`src/sv/descriptor_table_allocator_core_defines.svh`:
```
`ifndef DESCRIPTOR_TABLE_ALLOCATOR_CORE_DEFINES_SVH
`define DESCRIPTOR_TABLE_ALLOCATOR_CORE_DEFINES_SVH

// property that must never hold on a clock edge outside reset
`define DTA_ASSERT_NEVER(lbl, cond, msg) \
  lbl: assert property (@(posedge clk) disable iff (rst) !(cond)) else $error(msg);

// consequent must hold in the cycle after the antecedent
`define DTA_ASSERT_NEXT(lbl, ante, cons, msg) \
  lbl: assert property (@(posedge clk) disable iff (rst) (ante) |=> (cons)) else $error(msg);

`endif

```
`src/sv/dta_ram.sv`:
```
`timescale 1ns / 1ps

module dta_ram #(
  parameter int WIDTH = 8,
  parameter int DEPTH = 64
) (
  input  logic                     clk,
  input  logic                     we,
  input  logic [$clog2(DEPTH)-1:0] waddr,
  input  logic [WIDTH-1:0]         wdata,
  input  logic                     re,
  input  logic [$clog2(DEPTH)-1:0] raddr,
  output logic [WIDTH-1:0]         rdata
);

  logic [WIDTH-1:0] mem [DEPTH];

  always_ff @(posedge clk) begin
    if (we) begin
      mem[waddr] <= wdata;
    end
    if (re) begin
      rdata <= mem[raddr];
    end
  end

endmodule

```
`config.mk`:
```
export PLATFORM = sky130hd
export DESIGN_NAME = dta_ram
export DESIGN_NICKNAME = d
export VERILOG_FILES = /design/src/sv/descriptor_table_allocator_core_defines.svh /design/src/sv/dta_ram.sv
export SDC_FILE = /design/constraint.sdc
export NUM_CORES = 1
export LEC_CHECK = 0
export BUFFER_PORTS_ARGS = -buffer_cell sky130_fd_sc_hd__buf_4
export CORE_UTILIZATION = 50
export CTS_CLUSTER_DIAMETER = 150
export DETAILED_ROUTE_END_ITERATION = 12
export PLACE_DENSITY_LB_ADDON = 0.1
export RECOVER_POWER = 25
export SYNTH_ARGS = -nofsm -noshare
export SYNTH_HDL_FRONTEND = slang
export SYNTH_SLANG_ARGS = --single-unit
export TNS_END_PERCENT = 1
```
`constraint.sdc`:
```
create_clock -name clk -period 2.42 [get_ports clk]
set_clock_uncertainty 0.05 [all_clocks]
set_input_delay 0.242 -clock clk [delete_from_list [all_inputs] [get_ports clk]]
set_output_delay 0.242 -clock clk [all_outputs]
set_load 0.02 [all_outputs]
```
==> results.md <==
- Result of the run: completed
- Die X: 203.2 µm
- P per Cell Area: 797.6 nW/µm²
- Via count: 9738
- Effective utilization at floorplan: 0.5084
- Wire length on met1: 19.32 mm
- Uppermost signal routing layer after detailed routing: met4
- Final Max Tran Viols: 0
- Total Die Area: 41300 µm²
- Cell with the most instances after synthesis: sky130_fd_sc_hd__edfxtp_1
- Tightest slew margin relative to the limit: 0.06491
- First-pass GRT wire length: 66.88 mm
- Proportion of layout cells with a drive suffix above 1: 0.3190
- Clock tree from TritonCTS: built
- Post-synth cell types: 39
- Initial antenna violation count: 0
- Worst hold path depth: 2
- Main flop type after synthesis: sky130_fd_sc_hd__edfxtp_1
- Critical Path RT: 2.69 ns
- Endpoint type of the worst setup path: register
- DIE HEIGHT: 203.2 µm
- Half-perimeter wire length after detailed placement: 28.32 mm
- Clock root cell: sky130_fd_sc_hd__clkbuf_16
- Unrepaired setup endpoints after global routing: false
- Critical path startpoint category: register
- Max incr delay on CP: 0.72 ns
- Number of enable flip-flop cells after synthesis: 520
- Largest fanout on the critical path: 1
- Post-DRT Antenna Nets: 0
- Finish-stage setup viols: 0
- Critical path start-end classification: register to register
- Number of buffers added on ports: 30
- Number of global-route vias before repair: 10160
- Total routing usage reported by global routing: 0.2278
- Tightest Pin Transition: 1.403 ns
- Met2 wire length: 21.80 mm
- Cell count after placement: 1569
- Number of nets at the end of the flow: 1122
- Post-route DRC violation count: 0
- Top post-synthesis cells by area: sky130_fd_sc_hd__edfxtp_1 (77%), sky130_fd_sc_hd__mux4_2 (14%), sky130_fd_sc_hd__nor2_1 (1.5%)
- Static Leak: 7.598 nW
- Longest Clk Path Bufs: 3
- Number of filler cells placed in the layout: 2979
- Count of cells along the worst register-to-register path: 5
- Worst hold-check path type: primary input to register
- Register bit count reported by yosys: 520
- Library cell occupying the most area in the post-synthesis netlist: sky130_fd_sc_hd__edfxtp_1
- Clock sinks: 520
- CTS clock-pin slew for the worst setup and hold paths: 0.06 ns
- Routed length per instance: 27.04 µm
- Worst supply voltage drop on vdd: 0.5324 mV
- Period Utilization, post-route: 0.9430
- Drt pass-1 iters: 5
- Layout Cells excl Fill: 1663
- Post-Syn Area: 20250 µm²
- Cells traversed along the worst timing path: mux4_2, nor2b_1, a2111oi_0, buf_4, o41ai_1
- Total count of hold-check failures in the final report: 0
- Worst path slowest cell: sky130_fd_sc_hd__a2111oi_0
- Total power consumption of the routed design: 0.01876 W
- Fraction of synthesis flops using an asynchronous set or reset pin: 0
- Net count after synthesis: 963
- Final antenna diode count: 0
- Wire length on met3: 2.730 mm
- Number of violations of the max-capacitance limit: 0
- Global placement routability congestion: 0.7853
- Clock latency on the worst-skew pair: 0.58 ns
- WL final: 44.97 mm
- Pin count of the biggest net entering global routing: 65
- Top-area cell type share of the netlist area: 0.7712
- Post-CTS Repair Setup Buffers: 0
- Synthesis Warnings: 0
- Detailed Route Iter0 Violations: 830
- Time the worst path needs with I/O delays and setup: 2.282 ns
- Floorplan Core Area: 39820 µm²
- Final global-route overflow total: 0
- Per-cell via count in the routed design: 5.856
- H-tree depth: 2
- Top cells by count, synth: sky130_fd_sc_hd__edfxtp_1 (520), sky130_fd_sc_hd__mux4_2 (126), sky130_fd_sc_hd__nor2_1 (83), sky130_fd_sc_hd__mux2i_1 (23), sky130_fd_sc_hd__nand2_1 (19)
- Number of buffers created by CTS: 52
- Maximum achievable frequency: 438.2 MHz
- Share of the yosys chip area belonging to registers: 0.7712
- Mapped Cells: 940
- WP data arrival: 2.55 ns
- Area Overhead vs Synth: 16.18%
- Boundary pin count: 31
- Syn_area_per_cell: 21.54 µm²
- Row cnt: 73
==> worst paths after layout <==
check,endpoint,from,slack [ns]
setup / recovery,rdata[3]$_DFFE_PP_,mem[1][3]$_DFFE_PP_,0.14
hold / removal,mem[48][4]$_DFFE_PP_,waddr[2],0.03
setup reg to reg,rdata[3]$_DFFE_PP_,mem[1][3]$_DFFE_PP_,0.14
hold reg to reg,rdata[0]$_DFFE_PP_,mem[22][0]$_DFFE_PP_,0.86
==> per-stage QoR <==
stage | hold slack (ns) | instance area [µm²] | setup WS (ns) | setup TNS, ns | util
after floorplan | 0.2909 | 20250 | 0.3217 | 0 | -
after global placement | 0.5375 | 21910 | -0.2948 | -0.5638 | 0.5501
after detailed placement | 0.5392 | 21910 | -0.2856 | -0.6536 | 0.5501
after CTS | 0.01125 | 23540 | 0.1716 | 0 | 0.5912
after global routing | 0.03446 | 23520 | 0.1333 | 0 | 0.5907
final | 0.03182 | 23520 | 0.1380 | 0 | 0.5907
==> state kept, by name, indices dropped and copies added (netlist names) <==
name	count
mem	512
rdata	8
==> report_power, final <==
part / internal [W] / leakage [nW] / switching (W) / total [W]
clock network: 0.00453 / 0.791 / 0.00320 / 0.00772
logic: 0.000421 / 2.12 / 0.000589 / 0.00101
registers: 0.0100 / 4.69 / 0.0000266 / 0.0100
total: 0.0149 / 7.60 / 0.00381 / 0.0188
==> metal layers <==
metal / global-route usage / up-vias
met4: 0.07653 / 0
met1: 0.3238 / 5120
li1: - / 4259
met2: 0.3570 / 293
met5: 0 / -
met3: 0.04442 / 66
==> logic make-up (layout without fill, tap and decap cells) <==
kind of cell | count (synthesis) | count (layout) | share of synthesized area
flops | 520 | 520 | 0.7712
mux | 162 | 162 | 0.1588
simple gates | 153 | 153 | 0.03374
compound gates | 54 | 54 | 0.02064
buf+inv | 51 | 249 | 0.01563
==> worst max-delay path, delay by kind of cell, from the launching register on <==
family	cells	cell delay, ns
mux	1	0.45
simple gates	1	0.14
compound gates	2	0.79
buf+inv	1	0.23
flops	1	0.38
==> final cells by class <==
class | count | area, µm² | area share
Sequential cell | 520 | 15620 | 0.6638
Multi-Input combinational cell | 369 | 4315 | 0.1835
Clock buffer | 67 | 1379 | 0.05862
Timing Repair Buffer | 156 | 1310 | 0.05569
Tap cell | 525 | 656.9 | 0.02793
Clock inverter | 26 | 246.5 | 0.01048
==> cell usage in the layout, fill, tap and decap left out, types with 12 or more instances in the layout <==
master / synthesis / routed
sky130_fd_sc_hd__nand2_1: 19 / 19
sky130_fd_sc_hd__mux2i_1: 23 / 23
sky130_fd_sc_hd__clkbuf_16: 0 / 53
sky130_fd_sc_hd__clkinv_1: 0 / 12
sky130_fd_sc_hd__nand3_1: 13 / 13
sky130_fd_sc_hd__nor2b_1: 14 / 14
sky130_fd_sc_hd__edfxtp_1: 520 / 520
sky130_fd_sc_hd__buf_4: 13 / 134
sky130_fd_sc_hd__mux2_2: 13 / 13
sky130_fd_sc_hd__nor2_1: 83 / 83
sky130_fd_sc_hd__mux4_2: 126 / 126
sky130_fd_sc_hd__clkbuf_1: 17 / 14
sky130_fd_sc_hd__buf_12: 2 / 12
==> repair_timing <==
| action | CTS | global route |
|---|---|---|
| hold buffers | 1 | 0 |
| gates resized for setup | 0 | 0 |
| endpoints found under the hold margin | 8 | 0 |
Note: power is estimated with default switching activity, not from simulation.
