## src/sv/descriptor_table_allocator_core_defines.svh

```systemverilog
`ifndef DESCRIPTOR_TABLE_ALLOCATOR_CORE_DEFINES_SVH
`define DESCRIPTOR_TABLE_ALLOCATOR_CORE_DEFINES_SVH

// property that must never hold on a clock edge outside reset
`define DTA_ASSERT_NEVER(lbl, cond, msg) \
  lbl: assert property (@(posedge clk) disable iff (rst) !(cond)) else $error(msg);

// consequent must hold in the cycle after the antecedent
`define DTA_ASSERT_NEXT(lbl, ante, cons, msg) \
  lbl: assert property (@(posedge clk) disable iff (rst) (ante) |=> (cons)) else $error(msg);

`endif

```

## src/sv/dta_pkg.sv

```systemverilog
`timescale 1ns / 1ps

package dta_pkg;

  localparam int DTA_TABLE_DEPTH = 64;
  localparam int HANDLE_W        = 16;
  localparam int OFFSET_W        = 64;
  localparam int RIDX_W          = 6;
  localparam int CFG_DATA_W      = 16;
  localparam int CFG_IDX_W       = 2;

  localparam logic [CFG_IDX_W-1:0] REG_FIRST_ALLOC = 2'd0;
  localparam logic [CFG_IDX_W-1:0] REG_NULL_HANDLE = 2'd1;
  localparam logic [CFG_IDX_W-1:0] REG_ERROR_HANDLE = 2'd2;

  localparam logic [RIDX_W-1:0]   FIRST_ALLOC_RST  = 6'd1;
  localparam logic [HANDLE_W-1:0] NULL_HANDLE_RST  = 16'h0000;
  localparam logic [HANDLE_W-1:0] ERROR_HANDLE_RST = 16'hffff;

  typedef enum logic [2:0] {
    ACT_ALLOC   = 3'd0,
    ACT_BIND    = 3'd1,
    ACT_FREE    = 3'd2,
    ACT_LOOKUP  = 3'd3,
    ACT_SET_OFF = 3'd4
  } action_t;

  typedef enum logic [1:0] {
    ST_OK      = 2'd0,
    ST_FULL    = 2'd1,
    ST_INVALID = 2'd2,
    ST_EMPTY   = 2'd3
  } status_t;

  typedef enum logic [1:0] {
    SEQ_CLEAR,
    SEQ_IDLE,
    SEQ_SCAN,
    SEQ_EVAL
  } seq_state_t;

  typedef struct packed {
    logic [RIDX_W-1:0]   first_alloc_index;
    logic [HANDLE_W-1:0] null_handle;
    logic [HANDLE_W-1:0] error_handle;
  } cfg_t;

  typedef struct packed {
    logic [HANDLE_W-1:0] handle;
    logic [OFFSET_W-1:0] offset;
  } entry_t;

  typedef struct packed {
    logic [1:0]          status;
    logic [RIDX_W-1:0]   index;
    logic [HANDLE_W-1:0] handle;
    logic [OFFSET_W-1:0] offset;
    logic                rel_valid;
    logic [HANDLE_W-1:0] rel_handle;
  } res_t;

endpackage

```

## src/sv/dta_cfg.sv

```systemverilog
`timescale 1ns / 1ps

module dta_cfg import dta_pkg::*; (
  input  logic                  clk,
  input  logic                  rst,
  input  logic                  cfg_we,
  input  logic [CFG_IDX_W-1:0]  cfg_index,
  input  logic [CFG_DATA_W-1:0] cfg_data,
  output cfg_t                  cfg
);

  always_ff @(posedge clk) begin
    if (rst) begin
      cfg.first_alloc_index <= FIRST_ALLOC_RST;
      cfg.null_handle       <= NULL_HANDLE_RST;
      cfg.error_handle      <= ERROR_HANDLE_RST;
    end else if (cfg_we) begin
      // writes past the register list are dropped
      unique case (cfg_index)
        REG_FIRST_ALLOC:  cfg.first_alloc_index <= cfg_data[RIDX_W-1:0];
        REG_NULL_HANDLE:  cfg.null_handle       <= cfg_data[HANDLE_W-1:0];
        REG_ERROR_HANDLE: cfg.error_handle      <= cfg_data[HANDLE_W-1:0];
        default: ;
      endcase
    end
  end

endmodule

```

## config.mk

```make
export PLATFORM = sky130hd
export DESIGN_NAME = dta_cfg
export DESIGN_NICKNAME = d
export VERILOG_FILES = /design/src/sv/descriptor_table_allocator_core_defines.svh /design/src/sv/dta_pkg.sv /design/src/sv/dta_cfg.sv
export SDC_FILE = /design/constraint.sdc
export NUM_CORES = 1
export LEC_CHECK = 0
export BUFFER_PORTS_ARGS = -buffer_cell sky130_fd_sc_hd__buf_2
export CORE_MARGIN = 2
export CORE_UTILIZATION = 44
export DETAILED_ROUTE_END_ITERATION = 12
export GPL_TIMING_DRIVEN = 1
export PLACE_DENSITY = 0.8
export SLEW_MARGIN = 10
export SYNTH_ARGS = -nofsm -noshare
export SYNTH_HDL_FRONTEND = slang
export SYNTH_SLANG_ARGS = --single-unit
```

## constraint.sdc

```tcl
create_clock -name clk -period 0.8 [get_ports clk]
set_input_delay 0.08 -clock clk [delete_from_list [all_inputs] [get_ports clk]]
set_output_delay 0.08 -clock clk [all_outputs]
set_load 0.05 [all_outputs]
```

==> results of run 1 <==
==> worst reg2reg max path: stages, from the launching register on <==
cell      delay (ps)
dfxtp_2          350
buf_4            120
buf_4            120
nand2b_1          60
mux2i_1           60
==> cells by family after synthesis <==
kind of cell,share of synthesized area [%]
simple gates,23.8
mux,23.6
flops,47.2
buf+inv,5.43
==> layout make-up <==
type | count | area (um2)
well taps | 46 | 57.6
flip-flops and latches | 38 | 808
fillers | 226 | 816
clock inverters | 1 | 5.00
multi-input cells | 111 | 764
clock buffers | 7 | 55.1
repair buffers | 83 | 910
==> Yosys cell counts <==
master | number | area share (%)
clkbuf_1 | 7 | 1.6
dfxtp_1 | 38 | 47
mux2i_1 | 38 | 24
nand2b_1 | 37 | 14
and3b_2 | 2 | 1.2
or3b_1 | 1 | 0.54
nor2_1 | 33 | 7.7
buf_6 | 5 | 3.5
buf_2 | 1 | 0.31
==> what timing repair did <==
action / CTS / global route
hold buffers: 11 / 0
gates resized for setup: 96 / 11
setup buffers: 7 / 3
setup endpoints to repair: 38 / 38
hold endpoints to repair: 11 / 0
cloned: 0 / 0
==> report_power, final <==
group	total (mW)	switching [mW]	internal, mW	leakage (nW)
clock	1.03	0.608	0.426	0.0353
sequential	2.03	0.0593	1.97	0.312
combinational	0.847	0.448	0.398	0.753
==> stage by stage <==
step	instances	setup slack, ps	hold WS (ps)	instance area, um2	util [%]
after floorplan	162	-23.0	228	1670	-
after global routing	286	-191	22.1	2600	76.1
after global placement	257	-216	349	2000	58.6
after CTS	283	-150	22.9	2540	74.2
after detailed placement	257	-234	352	2000	58.6
final	286	-144	30.4	2600	76.1
==> worst paths after layout <==
path | depth (start not counted) | end
max | 1 | cfg[20]
min | 3 | cfg[33]
max reg2reg | 4 | cfg[36]
min reg2reg | 2 | cfg[18]
==> metal layers <==
metal | share of wire [%] | up-vias | GRT usage, %
met5 | 0 | - | 0
met2 | 49 | 29 | 34.5
met4 | 1.6 | 0 | 6.12
met1 | 44 | 619 | 25.2
li1 | - | 676 | -
met3 | 4.4 | 9 | 7.47
==> flow_summary.ini, run 1 <==
[critical_path]
path_cells = buf_8
cp_max_fo = 2
critical-path-max-stage-delay_ps = 370
worstSetupStartpoint = cfg[20]
crit_family = flip-flops
required_ps = 720
setup.worst_path.start_class = flop
cp.arrival_ps = 860
regToRegStartpoint = cfg[36]
crit_type = flop to output pin
path_buf_inv = 1
crit_slowest_cell = dfxtp_2
reg2reg_setup_slack_ps = -20
cp-end-kind = output pin

[final_layout]
final_layout_size_suffix_gt1_share_pct = 49.6
nNetsFinal = 260
synthToLayoutAreaGrowth_pct = 61.2
reg.largest.list = cfg: 38 flops
layout_common_cells = mux2i_1, dfxtp_2, nand2b_1
largest_register_ffs = 38
antenna_cells = 0
top_register = cfg

[power_and_ir_drop]
finalPower_mw = 3.91
power_density_mw_per_mm2 = 1500
ir_worst_vdd_v = 0.00131
leakagePower_nw = 1.10

[clock_network]
htreeDepth = 2
cts_buffers = 5
clkSinkCount = 38
clk-insertion-delay-late_ps = 330
clk_path_buf_depth = 2
cts-root-buf = clkbuf_4
clkTransAtPathRegs_ps = 110
cts_tree = done

[synthesis]
synth.yosys.seq_area_share_pct = 47.2
ys_types = 9
yosys_register_bits = 38
synth_cells = 162
yosysWarnings = 0
syn_avg_cell_area_um2 = 9.96
synthesis.nets = 183
synth_area_mm2 = 0.00161

[sta]
rsz0062_at_grt = yes
setup_ws_ps = -144
maxClockFrequency_mhz = 1060
finalSetupViolations = 39
layout_min_cycle_time_ps = 944
fin_tns_setup_ps = -4760
hold_viol_final = 0
fin_skew_ps = 0
fin_crit_sh_pct = 118
tightest_slew_ps = 352
slew_violations = 0
slew_headroom_pct = 76.6

[route]
routedWlPerCell_um = 14.1
ant_nets = 0
vias_per_cell = 4.66
wirelength_um = 4040
drt_iter0_drc = 43
vias = 1333
first_pass_iters = 4
drc = 0

[global_routing]
grt_pass1_wl_um = 6510
grt_use_total_pct = 20.7
antenna_found_initial = 0
grt_max_degree = 42
grt_pass1_vias = 1373
gr-total-overflow = 0

[outcome]
status = finished, violations left
violations = negative setup slack

[die]
die-area_mm2 = 0.00417
die_h_um = 64.5
num_io_pins = 59
start_util_pct = 47.2
die_w_um = 64.5
rows = 21
core-area_mm2 = 0.00342

[min_path]
worstHoldStart = cfg_data[1]
hold_class = input port to flop

[placement]
dp_hpwl_um = 2400
place.port_buffers = 58
gp_congestion = 0.696

[run]
maxCapViolations = 0
Note: power is estimated with default switching activity, not from simulation.
==> run 2, diff against run 1 <==
SKIP_LAST_GASP = 1   (was default)
==> run 2 against run 1 <==
Effect of this change:
- the flow still finishes with violations (negative setup slack)
- critical path depth did not move
- clock power barely moved
- sequential power barely moved
- clock-buffer cell count did not move
- wire length barely moved
- cell count fell by 0.35%
- core utilization fell by 0.22 points
- hold slack got worse by 0.60 ps
- non-clock buffer count fell by 1
- clock skew did not move
- critical path type unchanged
- largest cell class unchanged
- highest routed layer unchanged
==> flow_summary.ini, run 2 (same netlist as run 1, synthesis figures left out) <==
[critical_path]
crit_family = flip-flops
crit_slowest_cell = dfxtp_2
reg2reg_depth = 4
cp-end-kind = output pin
reg2reg_setup_slack_ps = -40
regToRegStartpoint = cfg[36]
required_ps = 720
cp_max_fo = 2
critical-path-max-stage-delay_ps = 370
worstReg2RegEnd = cfg[36]
path_cells = buf_8
cp.arrival_ps = 870
crit_type = flop to output pin
path_buf_inv = 1
setup.worst_path.start_class = flop

[final_layout]
utilization_pct = 75.9
synthToLayoutAreaGrowth_pct = 60.7
final_layout_size_suffix_gt1_share_pct = 49.4
antenna_cells = 0
regArea_um2 = 808
layout_common_cells = mux2i_1, dfxtp_2, nand2b_1
finalNonFillerCells = 285
nNetsFinal = 259
largest_register_ffs = 38
multi_input_area_um2 = 764
top_register = cfg
reg.largest.list = cfg: 38 flops
n_fill_cell = 226

[sta]
rsz0062_at_grt = yes
tightest_slew_ps = 342
finalSetupViolations = 39
layout_min_cycle_time_ps = 945
slew_headroom_pct = 77.2
hold_viol_final = 0
setup_ws_ps = -145
maxClockFrequency_mhz = 1060
holdWs_ps = 29.8
fin_crit_sh_pct = 118
fin_skew_ps = 0
slew_violations = 0

[route]
drt_iter0_drc = 38
drc = 0
ant_nets = 0
routedWlPerCell_um = 14.2
first_pass_iters = 4
vias_per_cell = 4.66
wirelength_um = 4040
vias = 1327

[clock_network]
clkTransAtPathRegs_ps = 110
clk-insertion-delay-late_ps = 330
clkSinkCount = 38
cts-root-buf = clkbuf_4
htreeDepth = 2
clk_path_buf_depth = 2
cts_tree = done
cts_buffers = 5

[global_routing]
grt_use_total_pct = 20.3
grt_pass1_vias = 1348
antenna_found_initial = 0
gr-total-overflow = 0
grt_pass1_wl_um = 6420
grt_max_degree = 42

[die]
core-area_mm2 = 0.00342
start_util_pct = 47.2
die_h_um = 64.5
die_w_um = 64.5
rows = 21
die-area_mm2 = 0.00417
num_io_pins = 59

[outcome]
violations = negative setup slack
status = finished, violations left

[placement]
gp_congestion = 0.696
place.port_buffers = 58
dp_hpwl_um = 2400
dp_cells = 257

[min_path]
worstHoldStart = cfg_data[2]
hold_class = input port to flop
min_to = cfg[2]
hold_path_depth = 3

[power_and_ir_drop]
ir_worst_vdd_v = 0.00125
finalPower_mw = 3.92
power_density_mw_per_mm2 = 1510
leakagePower_nw = 1.09

[run]
maxCapViolations = 0
## run 2: cell types whose count changed in the layout (fill, tap and decap cells not counted), sizes merged
cell / change
buf: -1
## run 2: worst min-delay path, cell delays in order
cell and delay [ps]:
buf_2 90, nor2_1 40, mux2i_1 110
## run 2: stage by stage
| step | setup TNS, ps | instance area (um2) | worst slack [ps] |
|---|---|---|---|
| 2_1_floorplan | -284 | 1670 | -23.0 |
| 3_3_place_gp | -3440 | 2000 | -216 |
| 3_5_place_dp | -3820 | 2000 | -234 |
| 4_1_cts | -5220 | 2530 | -150 |
| 5_1_grt | -6950 | 2590 | -201 |
| 6_report | -4940 | 2590 | -145 |
## run 2: where the power goes
group	internal (mW)	switching, mW	total [mW]
combinational	0.396	0.448	0.844
sequential	1.97	0.0592	2.03
clock	0.426	0.618	1.04
## run 2: cell type report
class                           instances  share of cell area, %
Tap cell                               46                   2.22
Clock buffer                            7                   2.12
Multi-Input combinational cell        111                   29.5
Sequential cell                        38                   31.2
Timing Repair Buffer                   82                   34.8
Clock inverter                          1                  0.193
## run 2: per-layer routing
metal	part of all wire (%)	GRT usage (%)	up-vias
li1	-	-	672
met5	0	0	-
met4	1.1	6.12	0
met2	49	33.6	33
met1	45	25.1	616
met3	5.0	6.94	6
## run 2: worst max-delay path by stage
| stage | from | cells past startpoint | slack [ps] | end |
|---|---|---|---|---|
| after global routing | cfg[37] | 1 | -200 | cfg[37] |
| after detailed placement | cfg_index[1] | 3 | -230 | cfg[34] |
| after global placement | cfg_index[1] | 3 | -220 | cfg[37] |
| after CTS | cfg[20] | 1 | -150 | cfg[20] |
| final | cfg[20] | 1 | -150 | cfg[20] |
| after floorplan | cfg_index[1] | 3 | -20 | cfg[32] |
## run 2: repair_timing
action	4_1_cts	5_1_grt
endpoints found under the setup margin	38	38
gates resized for setup	95	12
buffers inserted	7	2
hold buffers	11	0
hold endpoints to repair	11	0
