[src/sv/descriptor_table_allocator_core_defines.svh]
`ifndef DESCRIPTOR_TABLE_ALLOCATOR_CORE_DEFINES_SVH
`define DESCRIPTOR_TABLE_ALLOCATOR_CORE_DEFINES_SVH

// property that must never hold on a clock edge outside reset
`define DTA_ASSERT_NEVER(lbl, cond, msg) \
  lbl: assert property (@(posedge clk) disable iff (rst) !(cond)) else $error(msg);

// consequent must hold in the cycle after the antecedent
`define DTA_ASSERT_NEXT(lbl, ante, cons, msg) \
  lbl: assert property (@(posedge clk) disable iff (rst) (ante) |=> (cons)) else $error(msg);

`endif

[src/sv/dta_pkg.sv]
`timescale 1ns / 1ps

package dta_pkg;

  localparam int DTA_TABLE_DEPTH = 64;
  localparam int HANDLE_W        = 16;
  localparam int OFFSET_W        = 64;
  localparam int RIDX_W          = 6;
  localparam int CFG_DATA_W      = 16;
  localparam int CFG_IDX_W       = 2;

  localparam logic [CFG_IDX_W-1:0] REG_FIRST_ALLOC = 2'd0;
  localparam logic [CFG_IDX_W-1:0] REG_NULL_HANDLE = 2'd1;
  localparam logic [CFG_IDX_W-1:0] REG_ERROR_HANDLE = 2'd2;

  localparam logic [RIDX_W-1:0]   FIRST_ALLOC_RST  = 6'd1;
  localparam logic [HANDLE_W-1:0] NULL_HANDLE_RST  = 16'h0000;
  localparam logic [HANDLE_W-1:0] ERROR_HANDLE_RST = 16'hffff;

  typedef enum logic [2:0] {
    ACT_ALLOC   = 3'd0,
    ACT_BIND    = 3'd1,
    ACT_FREE    = 3'd2,
    ACT_LOOKUP  = 3'd3,
    ACT_SET_OFF = 3'd4
  } action_t;

  typedef enum logic [1:0] {
    ST_OK      = 2'd0,
    ST_FULL    = 2'd1,
    ST_INVALID = 2'd2,
    ST_EMPTY   = 2'd3
  } status_t;

  typedef enum logic [1:0] {
    SEQ_CLEAR,
    SEQ_IDLE,
    SEQ_SCAN,
    SEQ_EVAL
  } seq_state_t;

  typedef struct packed {
    logic [RIDX_W-1:0]   first_alloc_index;
    logic [HANDLE_W-1:0] null_handle;
    logic [HANDLE_W-1:0] error_handle;
  } cfg_t;

  typedef struct packed {
    logic [HANDLE_W-1:0] handle;
    logic [OFFSET_W-1:0] offset;
  } entry_t;

  typedef struct packed {
    logic [1:0]          status;
    logic [RIDX_W-1:0]   index;
    logic [HANDLE_W-1:0] handle;
    logic [OFFSET_W-1:0] offset;
    logic                rel_valid;
    logic [HANDLE_W-1:0] rel_handle;
  } res_t;

endpackage

[src/sv/dta_seq.sv]
`timescale 1ns / 1ps

`include "descriptor_table_allocator_core_defines.svh"

module dta_seq import dta_pkg::*; #(
  parameter int TABLE_DEPTH = DTA_TABLE_DEPTH
) (
  input  logic                           clk,
  input  logic                           rst,
  input  cfg_t                           cfg,
  input  logic                           start,
  input  logic [2:0]                     action,
  input  logic [7:0]                     slot_index,
  input  logic [HANDLE_W-1:0]            handle,
  input  logic [OFFSET_W-1:0]            new_offset,
  output logic                           busy,
  output logic                           done,
  output res_t                           res,
  output logic                           ram_we,
  output logic [$clog2(TABLE_DEPTH)-1:0] ram_waddr,
  output entry_t                         ram_wdata,
  output logic                           ram_re,
  output logic [$clog2(TABLE_DEPTH)-1:0] ram_raddr,
  input  entry_t                         ram_rdata
);

  localparam int AW = $clog2(TABLE_DEPTH);
  localparam logic [AW-1:0] LAST = AW'(TABLE_DEPTH - 1);

  seq_state_t state, state_next;
  logic [AW-1:0] ptr, ptr_next;
  logic [2:0] act;
  logic [HANDLE_W-1:0] hnd;
  logic [OFFSET_W-1:0] noff;
  res_t res_next;
  logic emit;

  logic acc, first_ok, idx_ok, act_known, old_empty;
  logic [AW-1:0] start_addr;

  assign acc       = start && (state == SEQ_IDLE);
  assign first_ok  = 32'(cfg.first_alloc_index) < TABLE_DEPTH;
  assign idx_ok    = 32'(slot_index) < TABLE_DEPTH;
  assign act_known = action <= ACT_SET_OFF;
  assign start_addr = (action == ACT_ALLOC) ? AW'(cfg.first_alloc_index) : AW'(slot_index);
  assign old_empty = ram_rdata.handle == cfg.null_handle;
  assign busy      = state != SEQ_IDLE;

  always_ff @(posedge clk) begin
    if (rst) begin
      state <= SEQ_CLEAR;
      ptr   <= '0;
      done  <= 1'b0;
    end else begin
      state <= state_next;
      ptr   <= ptr_next;
      done  <= emit;
    end
  end

  always_ff @(posedge clk) begin
    if (acc) begin
      act  <= action;
      hnd  <= handle;
      noff <= new_offset;
    end
    if (emit) begin
      res <= res_next;
    end
  end

  // next state
  always_comb begin
    state_next = state;
    unique case (state)
      SEQ_CLEAR: begin
        if (ptr == LAST) state_next = SEQ_IDLE;
      end
      SEQ_IDLE: begin
        if (acc) begin
          if (action == ACT_ALLOC) begin
            if (first_ok) state_next = SEQ_SCAN;
          end else if (act_known && idx_ok) begin
            state_next = SEQ_EVAL;
          end
        end
      end
      SEQ_SCAN: begin
        if (old_empty || ptr == LAST) state_next = SEQ_IDLE;
      end
      SEQ_EVAL: state_next = SEQ_IDLE;
      default: state_next = SEQ_IDLE;
    endcase
  end

  // memory access and result word
  always_comb begin
    ptr_next  = ptr;
    ram_re    = 1'b0;
    ram_raddr = start_addr;
    ram_we    = 1'b0;
    ram_waddr = ptr;
    ram_wdata = '0;
    emit      = 1'b0;
    res_next  = '0;
    unique case (state)
      SEQ_CLEAR: begin
        ram_we   = 1'b1;
        ptr_next = ptr + 1'b1;
      end
      SEQ_IDLE: begin
        if (acc) begin
          ptr_next = start_addr;
          if (action == ACT_ALLOC) begin
            if (first_ok) begin
              ram_re = 1'b1;
            end else begin
              emit = 1'b1;
              res_next.status = ST_FULL;
            end
          end else if (act_known && idx_ok) begin
            ram_re = 1'b1;
          end else begin
            emit = 1'b1;
            res_next.status = ST_INVALID;
            if (action == ACT_LOOKUP) res_next.handle = cfg.error_handle;
          end
        end
      end
      SEQ_SCAN: begin
        if (old_empty) begin
          ram_we           = 1'b1;
          ram_wdata.handle = hnd;
          emit             = 1'b1;
          res_next.status  = ST_OK;
          res_next.index   = RIDX_W'(ptr);
          res_next.handle  = hnd;
        end else if (ptr == LAST) begin
          emit            = 1'b1;
          res_next.status = ST_FULL;
        end else begin
          ptr_next  = ptr + 1'b1;
          ram_re    = 1'b1;
          ram_raddr = ptr + 1'b1;
        end
      end
      SEQ_EVAL: begin
        emit = 1'b1;
        if (act == ACT_BIND) begin
          if (hnd == cfg.null_handle || hnd == cfg.error_handle) begin
            res_next.status = ST_INVALID;
          end else begin
            ram_we           = 1'b1;
            ram_wdata.handle = hnd;
            res_next.status  = ST_OK;
            res_next.handle  = hnd;
            if (!old_empty && ram_rdata.handle != hnd) begin
              res_next.rel_valid  = 1'b1;
              res_next.rel_handle = ram_rdata.handle;
            end
          end
        end else if (old_empty) begin
          res_next.status = ST_EMPTY;
          if (act == ACT_LOOKUP) res_next.handle = cfg.error_handle;
        end else begin
          res_next.status = ST_OK;
          res_next.handle = ram_rdata.handle;
          res_next.offset = ram_rdata.offset;
          if (act == ACT_FREE) begin
            ram_we              = 1'b1;
            ram_wdata.handle    = cfg.null_handle;
            res_next.rel_valid  = 1'b1;
            res_next.rel_handle = ram_rdata.handle;
          end else if (act == ACT_SET_OFF) begin
            ram_we           = 1'b1;
            ram_wdata.handle = ram_rdata.handle;
            ram_wdata.offset = noff;
            res_next.offset  = noff;
          end
        end
      end
      default: ;
    endcase
  end

  `DTA_ASSERT_NEVER(a_no_write_idle, ram_we && state == SEQ_IDLE, "table write while idle")
  `DTA_ASSERT_NEVER(a_no_done_clear, done && state == SEQ_CLEAR, "result during clearing pass")
  `DTA_ASSERT_NEXT(a_read_then_busy, acc && ram_re, busy, "read issued but sequencer idle")
  `DTA_ASSERT_NEVER(a_rel_only_ok, emit && res_next.rel_valid && res_next.status != ST_OK,
                    "release on a failed action")

endmodule

[config.mk]
export PLATFORM = sky130hd
export DESIGN_NAME = dta_seq
export DESIGN_NICKNAME = d
export VERILOG_FILES = /design/src/sv/dta_pkg.sv /design/src/sv/dta_seq.sv
export VERILOG_INCLUDE_DIRS = /design/src /design/src/sv
export SDC_FILE = /design/constraint.sdc
export NUM_CORES = 1
export LEC_CHECK = 0
export BUFFER_PORTS_ARGS = -buffer_cell sky130_fd_sc_hd__clkbuf_2
export CORE_AREA = 2 2 162 164
export CTS_CLUSTER_DIAMETER = 80
export CTS_CLUSTER_SIZE = 10
export DETAILED_ROUTE_END_ITERATION = 6
export DIE_AREA = 0 0 164 166
export HOLD_SLACK_MARGIN = 0.03
export MAX_ROUTING_LAYER = met4
export PLACE_DENSITY = 0.66
export RECOVER_POWER = 25
export SETUP_SLACK_MARGIN = 0.1
export SYNTH_ARGS = -nofsm -noshare
export SYNTH_HDL_FRONTEND = slang
export SYNTH_SLANG_ARGS = --single-unit
export TNS_END_PERCENT = 10
[constraint.sdc]
create_clock -name clk -period 11.4 [get_ports clk]
set_input_delay 0 -clock clk [delete_from_list [all_inputs] [get_ports clk]]
set_output_delay 0 -clock clk [all_outputs]
set_load 0.02 [all_outputs]
==> load_flow_metrics.sql, run 1 <==
INSERT INTO impl_metrics (metric_group, metric, value, unit) VALUES
('synth', 'synth_flop_cell', 'sky130_fd_sc_hd__edfxtp_1', ''),
('status', 'status', 'completed', ''),
('clock_network', 'postCtsSetupBuffers', '0', ''),
('synth', 'syn-cell-area', '9670', 'sq um'),
('cells_and_area', 'proportion_of_layout_cells_with_a_drive_suffix_above_1', '0.302', ''),
('die', 'effective_utilization_at_floorplan', '0.378', ''),
('clock_network', 'cts-root-to-sink-buffers', '2', ''),
('global_routing', 'vias_in_the_first_global_route', '8624', ''),
('synth', 'syn_nets', '984', ''),
('synth', 'synth_area_leaders', 'sky130_fd_sc_hd__edfxtp_1, sky130_fd_sc_hd__a22o_1, sky130_fd_sc_hd__and2_1', ''),
('routing', 'detail_route.first_pass.iterations', '5', ''),
('synth', 'netlist_instances', '766', ''),
('routing', 'via_per_inst', '5.17', ''),
('synth', 'yosys.cell_count.top_type', 'sky130_fd_sc_hd__edfxtp_1', ''),
('job', 'drv.max_cap_violation_count', '0', ''),
('synth', 'count_of_unique_library_cells_instantiated_by_yosys', '52', ''),
('critical_path', 'timing.setup.critical_path_class', 'reg -> out', ''),
('routing', 'drt_wl_total', '34.4', 'mm'),
('clock_network', 'tritoncts_clock_tree', 'yes', ''),
('cells_and_area', 'instances_no_fill', '1667', ''),
('placed_design', 'numPortBuffers', '412', ''),
('die', 'die_w', '164', 'microns'),
('synth', 'postSynth.asyncResetShare', '0', ''),
('sta', 'final_max_slew_viol_count', '0', ''),
('global_routing', 'first_pass_grt_wire_length', '50.6', 'mm'),
('critical_path', 'crit_path_end_kind', 'output port', ''),
('sta', 'fin_tns_setup', '0', 'ps'),
('placed_design', 'final_wtd_congestion', '0.943', ''),
('sta', 'hold_violations', '0', ''),
('critical_path', 'worst_setup_path_startpoint', 'act[1]', ''),
('critical_path', 'timing.critical_path.arrival', '3590', 'ps'),
('global_routing', 'grt_overflow_total', '0', ''),
('clock_network', 'numCtsBuffers', '17', ''),
('synth', 'number_of_synthesized_register_bits', '197', ''),
('synth', 'post-synth-top-area-fraction', '0.584', ''),
('clock_network', 'clk_pin_slew_worst_paths', '90', 'ps'),
('placed_design', 'dp_worst_setup_slack', '7810', 'ps'),
('power_and_ir_drop', 'post-layout-total-power', '1.83', 'mW'),
('critical_path', 'critical_path_required', '11400', 'ps'),
('die', 'die_area', '27200', 'sq um'),
('clock_network', 'htree_levels', '4', ''),
('sta', 'layout_worst_path_cycle_share', '0.315', ''),
('die', 'io_pins', '413', ''),
('synth', 'post_synth_most_frequent_cells', 'sky130_fd_sc_hd__edfxtp_1, sky130_fd_sc_hd__and2_1, sky130_fd_sc_hd__a22o_1', ''),
('cells_and_area', 'num-nets-final', '1534', ''),
('placed_design', 'detailed_place_hpwl', '24.1', 'mm'),
('clock_network', 'cts_root_buffer', 'sky130_fd_sc_hd__clkbuf_16', ''),
('power_and_ir_drop', 'irDropWorstVdd', '99.0', 'uV'),
('sta', 'final_period_minus_worst_setup_slack', '3590', 'ps'),
('sta', 'grt_setup_unrepaired', 'false', ''),
('sta', 'max_clock_freq', '0.279', 'GHz'),
('synth', 'synth.yosys.warnings', '0', ''),
('routing', 'ant_nets', '0', ''),
('sta', 'fin_ws', '7810', 'ps'),
('die', 'num_rows', '59', ''),
('critical_path', 'critical_path.startpoint_type', 'register', ''),
('routing', 'detail_route.drc_violations', '0', ''),
('hold_path', 'timing.hold.worst.class', 'in -> reg', ''),
('clock_network', 'cts_hold_buffers', '173', ''),
('routing', 'initialDrtViolationCount', '737', ''),
('sta', 'setup_viol', '0', ''),
('clock_network', 'postCtsResizedCells', '0', ''),
('cells_and_area', 'synthesis_to_finish_area_growth', '47.0', '%'),
('global_routing', 'track_usage', '0.253', ''),
('sta', 'worst_clock_skew', '20.2', 'ps'),
('routing', 'detailroute.via_count', '8621', ''),
('sta', 'max_slew.worst_pin.slew', '1130', 'ps'),
('placed_design', 'numPlacedInstances', '1458', ''),
('synth', 'number_of_flops_mapped_to_enable_cells_by_yosys', '188', ''),
('critical_path', 'timing.rr.start', 'state[1]', ''),
('routing', 'post_drt_wl_per_cell', '20.6', 'microns');
==> report_power, final <==
| group | internal, mW | total [mW] | switching, mW |
|---|---|---|---|
| logic | 0.130 | 0.287 | 0.158 |
| clock network | 0.330 | 0.664 | 0.334 |
| registers | 0.837 | 0.878 | 0.0403 |
==> cells by family (layout without fill, tap and decap cells) <==
group / count (synthesis) / count (layout) / share of synthesized area
AOI/OAI and AO/OA: 177 / 177 / 0.134
xor gates and xnor gates: 68 / 68 / 0.0616
adders and majority gates: 6 / 6 / 0.00776
buffers and inverters: 86 / 649 / 0.0429
DFF: 197 / 197 / 0.602
muxes: 17 / 17 / 0.0180
other: 0 / 3 / 0
and+or+nand+nor: 215 / 215 / 0.133
==> routing by layer <==
metal / GRT usage / wire length, microns
met1: 0.325 / 14300
met2: 0.406 / 16600
met3: 0.0412 / 2220
met4: 0.0915 / 1220
met5: - / 0
==> final cells by class <==
| class | count | area, sq um | area share |
|---|---|---|---|
| Antenna cell | 3 | 7.51 | 0.000528 |
| Clock inverter | 15 | 230 | 0.0162 |
| Sequential cell | 197 | 5830 | 0.410 |
| Timing Repair Buffer | 594 | 3770 | 0.265 |
| Tap cell | 335 | 419 | 0.0295 |
| Clock buffer | 17 | 425 | 0.0299 |
| Inverter | 23 | 87.6 | 0.00616 |
| Multi-Input combinational cell | 483 | 3460 | 0.243 |
==> cells in the final DEF (no fill, tap or decap), types with 20 or more instances in the layout <==
cell type	n
sky130_fd_sc_hd__inv_1	22
sky130_fd_sc_hd__a22o_1	64
sky130_fd_sc_hd__clkbuf_2	337
sky130_fd_sc_hd__dlygate4sd3_1	174
sky130_fd_sc_hd__nand2_1	28
sky130_fd_sc_hd__a21oi_1	22
sky130_fd_sc_hd__nand3_1	20
sky130_fd_sc_hd__edfxtp_1	188
sky130_fd_sc_hd__o21ai_0	20
sky130_fd_sc_hd__xnor2_1	35
sky130_fd_sc_hd__xor2_1	33
sky130_fd_sc_hd__clkbuf_1	75
sky130_fd_sc_hd__and2_1	80
==> worst paths after layout <==
kind	to	cells past startpoint	slack, ps
worst min register to register	res[18]	1	570
worst max-delay path	ram_wdata[65]	7	7810
worst min-delay path	res[0]	2	50
worst max register to register	res[83]	8	7830
==> stage by stage <==
stage	instance area [sq um]	utilization	hold slack [ps]
3_3_place_gp	11900	0.465	177
5_1_grt	14200	0.555	30.1
6_report	14200	0.555	53.4
3_5_place_dp	11900	0.465	179
2_1_floorplan	9670	-	98.9
4_1_cts	14300	0.558	30.2
==> worst max-delay path, stage by stage (launching register included) <==
cell                       delay [ps]
sky130_fd_sc_hd__edfxtp_1         450
sky130_fd_sc_hd__and2b_1          700
sky130_fd_sc_hd__nand2b_1         700
sky130_fd_sc_hd__a21oi_2          310
sky130_fd_sc_hd__buf_4            340
sky130_fd_sc_hd__a31oi_1          130
sky130_fd_sc_hd__o21ai_1          290
sky130_fd_sc_hd__clkbuf_2         230
==> flip-flops by register name, summed over array words and instances, names as in the netlist <==
| signal | flops |
|---|---|
| res | 105 |
| noff | 64 |
| hnd | 16 |
| ram_waddr | 6 |
| act | 3 |
| state | 2 |
| done | 1 |
No activity file was read; power rests on OpenSTA's default activity.
==> run 2, diff against run 1 <==
--- a/config.mk
+++ b/config.mk
@@ -6,15 +6,16 @@
 export SDC_FILE = /design/constraint.sdc
 export NUM_CORES = 1
 export LEC_CHECK = 0
+export ABC_AREA = 1
 export BUFFER_PORTS_ARGS = -buffer_cell sky130_fd_sc_hd__clkbuf_2
-export CORE_AREA = 2 2 162 164
+export CORE_AREA = 2 2 160 162
 export CTS_CLUSTER_DIAMETER = 80
 export CTS_CLUSTER_SIZE = 10
 export DETAILED_ROUTE_END_ITERATION = 6
-export DIE_AREA = 0 0 164 166
+export DIE_AREA = 0 0 162 164
 export HOLD_SLACK_MARGIN = 0.03
 export MAX_ROUTING_LAYER = met4
-export PLACE_DENSITY = 0.66
+export PLACE_DENSITY = 0.72
 export RECOVER_POWER = 25
 export SETUP_SLACK_MARGIN = 0.1
 export SYNTH_ARGS = -nofsm -noshare
==> constraint.sdc (replaced) <==
create_clock -name clk -period 3.2 [get_ports clk]
set_input_delay 0 -clock clk [delete_from_list [all_inputs] [get_ports clk]]
set_output_delay 0 -clock clk [all_outputs]
set_load 0.02 [all_outputs]
==> run 2 against run 1 <==
- clock power rose to 3.5 times the previous value
- critical path depth fell by 1
- worst hold slack better by 6.8 ps
- combinational power rose to 3.6 times the previous value
- sequential power rose to 3.4 times the previous value
- wire length grew 12%
==> load_flow_metrics.sql, run 2 <==
INSERT INTO impl_metrics (metric_group, metric, value, unit) VALUES
('status', 'status', 'completed', ''),
('clock_network', 'clk_pin_slew_worst_paths', '90', 'ps'),
('power_and_ir_drop', 'irDropWorstVdd', '373', 'uV'),
('job', 'drv.max_cap_violation_count', '0', ''),
('clock_network', 'postCtsSetupBuffers', '0', ''),
('cells_and_area', 'synthesis_to_finish_area_growth', '44.9', '%'),
('routing', 'detail_route.first_pass.iterations', '5', ''),
('cells_and_area', 'mostFrequentLayoutCells', 'sky130_fd_sc_hd__nand2_1, sky130_fd_sc_hd__clkbuf_2, sky130_fd_sc_hd__edfxtp_1, sky130_fd_sc_hd__dlygate4sd3_1, sky130_fd_sc_hd__nor2_1', ''),
('power_and_ir_drop', 'clock_power_share', '0.368', ''),
('clock_network', 'postCtsResizedCells', '0', ''),
('die', 'die_w', '162', 'microns'),
('synth', 'syn_nets', '1402', ''),
('sta', 'layout_worst_path_cycle_share', '0.821', ''),
('sta', 'final_period_minus_worst_setup_slack', '2630', 'ps'),
('hold_path', 'timing.hold.worst.class', 'in -> reg', ''),
('die', 'io_pins', '413', ''),
('power_and_ir_drop', 'switching_power', '1.92', 'mW'),
('critical_path', 'critical-path-max-stage-delay', '480', 'ps'),
('routing', 'via_per_inst', '5.13', ''),
('routing', 'drt_wl_total', '38.5', 'mm'),
('critical_path', 'worst_setup_path_startpoint', 'act[2]', ''),
('synth', 'postSynth.asyncResetShare', '0', ''),
('die', 'die_y', '164', 'microns'),
('placed_design', 'numPortBuffers', '412', ''),
('clock_network', 'clkLatencyLatePin', '460', 'ps'),
('routing', 'detail_route.drc_violations', '0', ''),
('synth', 'syn-cell-area', '10200', 'sq um'),
('synth', 'count_of_unique_library_cells_instantiated_by_yosys', '33', ''),
('critical_path', 'cp_slowest_cell', 'sky130_fd_sc_hd__edfxtp_1', ''),
('cells_and_area', 'biggestRegsByFlops', 'res (105), noff (64), hnd (16)', ''),
('critical_path', 'path_depth', '6', ''),
('die', 'die_area', '26600', 'sq um'),
('critical_path', 'critical_path.startpoint_type', 'register', ''),
('global_routing', 'grt_start_max_net_pins', '129', ''),
('critical_path', 'crit_family', 'buffers and inverters', ''),
('critical_path', 'timing.rr.start', 'hnd[9]', ''),
('cells_and_area', 'num-nets-final', '1949', ''),
('power_and_ir_drop', 'power_leakage', '6.37', 'nW'),
('placed_design', 'dp_worst_setup_slack', '847', 'ps'),
('routing', 'detailroute.via_count', '10700', ''),
('cells_and_area', 'multi_input_comb_area', '3720', 'sq um'),
('synth', 'post_synth_most_frequent_cells', 'sky130_fd_sc_hd__nand2_1, sky130_fd_sc_hd__edfxtp_1, sky130_fd_sc_hd__nor2_1', ''),
('cells_and_area', 'layout.cells.most_common', 'sky130_fd_sc_hd__nand2_1', ''),
('critical_path', 'critical_path.reg2reg.endpoint', 'res[9]', ''),
('synth', 'yosysTopAreaCell', 'sky130_fd_sc_hd__edfxtp_1', ''),
('global_routing', 'grt_overflow_total', '0', ''),
('routing', 'initialDrtViolationCount', '1146', ''),
('placed_design', 'detailed_place_hpwl', '25.3', 'mm'),
('global_routing', 'track_usage', '0.285', ''),
('critical_path', 'critical_path_required', '3200', 'ps'),
('synth', 'yosys.cell_count.top_type', 'sky130_fd_sc_hd__nand2_1', ''),
('sta', 'max_clock_freq', '0.381', 'GHz'),
('cells_and_area', 'layout.area.seq', '5830', 'sq um'),
('die', 'effective_utilization_at_floorplan', '0.411', ''),
('sta', 'final_max_slew_viol_count', '0', ''),
('clock_network', 'htree_levels', '4', ''),
('synth', 'netlist_instances', '1184', ''),
('sta', 'setup_viol', '0', ''),
('sta', 'fin_ws', '572', 'ps'),
('critical_path', 'worstPathCellList', 'nor3_1, clkinv_1, o221ai_1, nand3_1, o21ai_0, clkbuf_2', ''),
('routing', 'post_drt_wl_per_cell', '18.5', 'microns'),
('clock_network', 'tritoncts_clock_tree', 'yes', ''),
('cells_and_area', 'final_util', '0.596', ''),
('critical_path', 'worst_r2r_path_depth', '12', ''),
('die', 'floorplan.core_area', '24800', 'sq um'),
('synth', 'number_of_flops_mapped_to_enable_cells_by_yosys', '188', ''),
('critical_path', 'worstPathMaxFanout', '12', ''),
('clock_network', 'cts_root_buffer', 'sky130_fd_sc_hd__clkbuf_16', ''),
('global_routing', 'grt_antenna_before_repair', '4', ''),
('power_and_ir_drop', 'swShare', '0.300', ''),
('critical_path', 'timing.critical_path.arrival', '2630', 'ps'),
('sta', 'max_slew.worst_pin.slew', '749', 'ps'),
('sta', 'grt_setup_unrepaired', 'false', ''),
('global_routing', 'vias_in_the_first_global_route', '10100', ''),
('critical_path', 'crit_path_end_kind', 'output port', ''),
('cells_and_area', 'flip_flop_count_of_the_largest_register_after_layout', '105', ''),
('critical_path', 'worstPathBufferInverterCount', '2', ''),
('sta', 'worst_clock_skew', '23.8', 'ps'),
('routing', 'ant_nets', '0', ''),
('clock_network', 'clock-sinks', '197', ''),
('power_and_ir_drop', 'internal-power', '4.48', 'mW'),
('synth', 'synth_area_leaders', 'sky130_fd_sc_hd__edfxtp_1, sky130_fd_sc_hd__nand2_1, sky130_fd_sc_hd__nor2_1', ''),
('sta', 'hold_violations', '0', ''),
('sta', 'max_slew_margin', '0.500', ''),
('synth', 'synth_flop_cell', 'sky130_fd_sc_hd__edfxtp_1', ''),
('die', 'num_rows', '58', ''),
('power_and_ir_drop', 'power.share.combinational', '0.162', ''),
('clock_network', 'numCtsBuffers', '17', ''),
('critical_path', 'reg2reg_slack', '770', 'ps'),
('synth', 'synth_seq_area_share', '0.571', ''),
('power_and_ir_drop', 'powerDensity', '433', 'nW/um^2'),
('global_routing', 'first_pass_grt_wire_length', '55.5', 'mm'),
('critical_path', 'timing.setup.critical_path_class', 'reg -> out', ''),
('synth', 'post-synth-top-area-fraction', '0.553', ''),
('power_and_ir_drop', 'pwr-share-seq', '0.470', ''),
('cells_and_area', 'biggest_register', 'res', ''),
('cells_and_area', 'fillCellCount', '2076', ''),
('placed_design', 'final_wtd_congestion', '0.959', ''),
('clock_network', 'cts-root-to-sink-buffers', '2', ''),
('synth', 'number_of_synthesized_register_bits', '197', ''),
('sta', 'fin_tns_setup', '0', 'ps'),
('synth', 'synth.yosys.warnings', '0', ''),
('synth', 'mean_instance_size_in_the_synthesized_netlist', '8.62', 'sq um'),
('critical_path', 'critical_path.endpoint', 'ram_wdata[64]', ''),
('cells_and_area', 'proportion_of_layout_cells_with_a_drive_suffix_above_1', '0.247', '');
## run 2: changes by cell type in the layout (fill, tap and decap cells not counted), sizes merged, moves of 14 or more
cell    previous run  this run
nand3             20        39
a21oi             24       107
o211ai             0        14
a221o             16         0
xnor2             35        11
a31oi             20         0
and2              80         0
nand2             28       425
xor2              33        12
o21ai             39        16
inv               31        99
nor3b             16         0
a22o              64         0
nor2              24       159
## run 2: cell families after synthesis
logic type,after synthesis,share of synthesized area
AND/OR/NAND/NOR,636,0.245
flip-flops,197,0.571
buffers and inverters,160,0.0671
adder cells (fa/ha/maj),6,0.00736
AO/OA/AOI/OAI,156,0.0831
multiplexers,6,0.00650
XOR/XNOR,23,0.0197
## run 2: metrics by stage
stage	power [mW]	cell area [sq um]	hold slack, ps	instances
after floorplan	3.55	10200	61.7	1184
after global placement	3.89	12600	177	1877
after detailed placement	3.91	12600	179	1877
after CTS	6.40	14900	39.8	2074
after global routing	6.61	14800	58.9	2078
final	6.39	14800	60.1	2079
## run 2: area by class of cell
cell class                 count  area share
antenna                        5    0.000846
clock buffer                  17      0.0288
clock inverter                15      0.0158
inverter                      95      0.0245
multi-input combinational    827       0.252
sequential                   197       0.394
tap                          330      0.0279
timing repair buffer         593       0.256
## run 2: routing by layer
layer,up-vias,GRT usage,part of all wire
li1,4985,-,-
met1,4899,0.347,0.38
met2,675,0.458,0.48
met3,114,0.0601,0.098
met4,0,0.134,0.044
met5,-,-,0
## run 2: power by group through the flow
stage,clock (mW),combinational [mW],sequential (mW)
final,2.35,1.04,3.00
after global routing,2.47,1.13,3.01
after CTS,2.38,1.02,3.00
after detailed placement,0,0.851,3.06
after global placement,0,0.839,3.05
after floorplan,0,0.473,3.08
## run 2: worst min path at each step
stage	start	endpoint	slack [ps]	cells after the start
5_1_grt	cfg[11]	res[92]	60	5
4_1_cts	slot_index[0]	ram_waddr[0]	40	5
3_3_place_gp	new_offset[22]	noff[22]	180	1
3_5_place_dp	new_offset[15]	noff[15]	180	1
6_report	cfg[36]	ram_waddr[4]	60	6
2_1_floorplan	rst	state[1]	60	1
## run 2: repair_timing
| action | in CTS | in global routing |
|---|---|---|
| hold buffers | 165 | 0 |
| hold endpoints to repair | 172 | 0 |
| endpoints found under the setup margin | 0 | 0 |
## run 2: worst reg2reg max path, cell delays in order, from the launching register on
cell                       delay [ps]
sky130_fd_sc_hd__edfxtp_1         510
sky130_fd_sc_hd__nand2_1          120
sky130_fd_sc_hd__nand2_1           50
sky130_fd_sc_hd__nor2_1           180
sky130_fd_sc_hd__nand2_1           90
sky130_fd_sc_hd__nor2_1           130
sky130_fd_sc_hd__nand2_2          290
sky130_fd_sc_hd__nand2_1          200
sky130_fd_sc_hd__nor2_1            90
sky130_fd_sc_hd__nand2_1           60
sky130_fd_sc_hd__nand2_1           50
sky130_fd_sc_hd__nand2_2          320
sky130_fd_sc_hd__nor2_1            90
==> run 3, diff against run 2 <==
==> constraint.sdc (replaced) <==
create_clock -name clk -period 2.3 [get_ports clk]
set_input_delay 0 -clock clk [delete_from_list [all_inputs] [get_ports clk]]
set_output_delay 0 -clock clk [all_outputs]
set_load 0.02 [all_outputs]
==> run 3 against run 2 <==
- the flow now finishes with violations (setup timing)
- count of clock-buffer cells in the layout stayed put
- die area did not move
- register-to-register slack worse by 790 ps
- utilization grew 4.1 points
- critical path type unchanged
- critical endpoint is now ram_wdata[74]
- largest power group unchanged
==> load_flow_metrics.sql, run 3 (synthesis results as in run 2) <==
INSERT INTO impl_metrics (metric_group, metric, value, unit) VALUES
('power_and_ir_drop', 'power_leakage', '6.85', 'nW'),
('placed_design', 'placed_area', '12700', 'sq um'),
('die', 'floorplan.core_area', '24800', 'sq um'),
('die', 'io_pins', '413', ''),
('clock_network', 'cts-root-to-sink-buffers', '2', ''),
('clock_network', 'htree_levels', '4', ''),
('sta', 'setup_viol', '14', ''),
('routing', 'via_per_inst', '5.26', ''),
('critical_path', 'timing.critical_path.arrival', '2390', 'ps'),
('cells_and_area', 'proportion_of_layout_cells_with_a_drive_suffix_above_1', '0.297', ''),
('critical_path', 'crit_path_end_kind', 'output port', ''),
('die', 'die_area', '26600', 'sq um'),
('cells_and_area', 'synthesis_to_finish_area_growth', '54.8', '%'),
('cells_and_area', 'num-nets-final', '2006', ''),
('routing', 'detail_route.first_pass.iterations', '5', ''),
('hold_path', 'whs_endpoint', 'ram_waddr[2]', ''),
('cells_and_area', 'flip_flop_count_of_the_largest_register_after_layout', '105', ''),
('global_routing', 'vias_in_the_first_global_route', '10900', ''),
('placed_design', 'final_wtd_congestion', '0.934', ''),
('critical_path', 'worstPathMaxFanout', '8', ''),
('cells_and_area', 'layout.cells.most_common', 'sky130_fd_sc_hd__nand2_1', ''),
('status', 'failed_checks', 'setup timing', ''),
('routing', 'initialDrtViolationCount', '1107', ''),
('power_and_ir_drop', 'powerDensity', '574', 'nW/um^2'),
('critical_path', 'critical_path.startpoint_type', 'register', ''),
('placed_design', 'numPlacedInstances', '1884', ''),
('clock_network', 'numCtsBuffers', '17', ''),
('sta', 'worst_clock_skew', '21.9', 'ps'),
('global_routing', 'track_usage', '0.296', ''),
('sta', 'max_slew_margin', '0.635', ''),
('global_routing', 'grt_start_max_net_pins', '84', ''),
('routing', 'drt_wl_total', '40.5', 'mm'),
('routing', 'detail_route.drc_violations', '0', ''),
('job', 'drv.max_cap_violation_count', '0', ''),
('sta', 'final_max_slew_viol_count', '0', ''),
('sta', 'max_clock_freq', '0.418', 'GHz'),
('routing', 'ant_nets', '0', ''),
('die', 'die_w', '162', 'microns'),
('sta', 'grt_setup_unrepaired', 'true', ''),
('routing', 'post_drt_wl_per_cell', '19.0', 'microns'),
('die', 'num_rows', '58', ''),
('power_and_ir_drop', 'irDropWorstVdd', '455', 'uV'),
('clock_network', 'clk_pin_slew_worst_paths', '80', 'ps'),
('cells_and_area', 'mostFrequentLayoutCells', 'sky130_fd_sc_hd__nand2_1, sky130_fd_sc_hd__clkbuf_2, sky130_fd_sc_hd__edfxtp_1, sky130_fd_sc_hd__dlygate4sd3_1, sky130_fd_sc_hd__nor2_1', ''),
('critical_path', 'critical_path.reg2reg.endpoint', 'res[85]', ''),
('critical_path', 'critical_path_required', '2300', 'ps'),
('cells_and_area', 'biggestRegsByFlops', 'res (105), noff (64), hnd (16)', ''),
('sta', 'final_period_minus_worst_setup_slack', '2390', 'ps'),
('hold_path', 'hold_path.startpoint', 'slot_index[2]', ''),
('hold_path', 'hold_depth', '5', ''),
('clock_network', 'clkLatencyLatePin', '460', 'ps'),
('cells_and_area', 'fillCellCount', '2014', ''),
('die', 'die_y', '164', 'microns'),
('routing', 'detailroute.via_count', '11200', ''),
('placed_design', 'numPortBuffers', '412', ''),
('status', 'status', 'complete, but fails checks', ''),
('sta', 'hold_violations', '0', ''),
('clock_network', 'clock-sinks', '197', ''),
('global_routing', 'grt_overflow_total', '0', ''),
('critical_path', 'reg2reg_slack', '-20', 'ps'),
('cells_and_area', 'biggest_register', 'res', ''),
('sta', 'fin_ws', '-91.6', 'ps'),
('placed_design', 'detailed_place_hpwl', '25.4', 'mm'),
('hold_path', 'timing.hold.worst.class', 'in -> reg', ''),
('cells_and_area', 'postLayoutCellArea', '15800', 'sq um'),
('clock_network', 'cts_root_buffer', 'sky130_fd_sc_hd__clkbuf_16', ''),
('clock_network', 'tritoncts_clock_tree', 'yes', ''),
('critical_path', 'timing.setup.critical_path_class', 'reg -> out', ''),
('critical_path', 'timing.rr.start', 'hnd[1]', ''),
('global_routing', 'first_pass_grt_wire_length', '58.1', 'mm'),
('die', 'effective_utilization_at_floorplan', '0.411', ''),
('critical_path', 'worst_r2r_path_depth', '14', ''),
('cells_and_area', 'instances_no_fill', '2136', ''),
('sta', 'layout_worst_path_cycle_share', '1.04', ''),
('sta', 'max_slew.worst_pin.slew', '547', 'ps'),
('placed_design', 'dp_worst_setup_slack', '197', 'ps'),
('global_routing', 'grt_antenna_before_repair', '5', '');
-- run 3: changes by cell type in the layout (fill, tap and decap cells not counted), sizes merged --
| cell | before | now |
|---|---|---|
| clkinv | 10 | 7 |
| dlymetal6s4s | 0 | 1 |
| bufbuf | 0 | 1 |
| bufinv | 0 | 1 |
| buf | 16 | 82 |
| clkinvlp | 1 | 2 |
| inv | 99 | 100 |
| clkbuf | 429 | 418 |
-- run 3: how the worst max path moves through the flow --
stage | start | to | slack, ps | cells past startpoint
3_3_place_gp | act[2] | ram_wdata[64] | 250 | 8
6_report | hnd[1] | ram_wdata[74] | -90 | 12
3_5_place_dp | ram_rdata[68] | res[6] | 200 | 14
2_1_floorplan | state[1] | res[0] | -660 | 9
4_1_cts | hnd[8] | ram_wdata[71] | 40 | 12
5_1_grt | hnd[1] | ram_wdata[66] | -200 | 12
-- run 3: per-layer routing --
layer | track usage | routed length (microns) | up-vias
li1 | - | - | 5099
met1 | 0.354 | 15000 | 5202
met2 | 0.479 | 19300 | 762
met3 | 0.0586 | 4030 | 167
met4 | 0.149 | 2140 | 0
met5 | - | 0 | -
-- run 3: final cells by class --
class                      instances  area, sq um  area share
clock buffer                      17          425      0.0269
clock inverter                    15          230      0.0146
antenna                            5         12.5    0.000792
sequential                       197         5840       0.370
inverter                          95          374      0.0237
timing repair buffer             650         4570       0.289
multi-input combinational        827         3930       0.249
tap                              330          413      0.0261
-- run 3: worst max-delay path, cell delays in order, from the launching register on --
cell and delay (ps):
sky130_fd_sc_hd__edfxtp_1 500, sky130_fd_sc_hd__buf_4 180, sky130_fd_sc_hd__xor2_1 150, sky130_fd_sc_hd__nor2_1 80
sky130_fd_sc_hd__nand2_1 70, sky130_fd_sc_hd__nor2_1 130, sky130_fd_sc_hd__nand2_2 110, sky130_fd_sc_hd__clkbuf_16 200
sky130_fd_sc_hd__nand3_1 100, sky130_fd_sc_hd__nand2_1 90, sky130_fd_sc_hd__o211ai_1 110, sky130_fd_sc_hd__nand2_1 70
sky130_fd_sc_hd__buf_2 160
-- run 3: where the power goes --
group	total [mW]	switching (mW)	internal [mW]
combinational	1.54	0.857	0.681
sequential	4.20	0.134	4.07
clock	3.32	1.68	1.63
total	9.06	2.67	6.38
-- run 3: timing repair --
item / in CTS / in global routing
setup endpoints to repair: 81 / 221
hold buffers: 166 / 0
hold endpoints to repair: 172 / 0
pin swaps: 20 / 14
gates cloned: 3 / 2
resized for setup: 45 / 57
setup buffers: 34 / 12
-- run 3: through the flow --
stage	util	power [mW]	setup TNS [ps]	hold WS (ps)
floorplan	-	4.98	-76480	59.4
global placement	0.513	5.44	0	177
detailed placement	0.513	5.46	0	179
CTS	0.628	9.02	0	35.7
global route	0.636	9.37	-2800	63.2
finish	0.636	9.06	-538	52.0
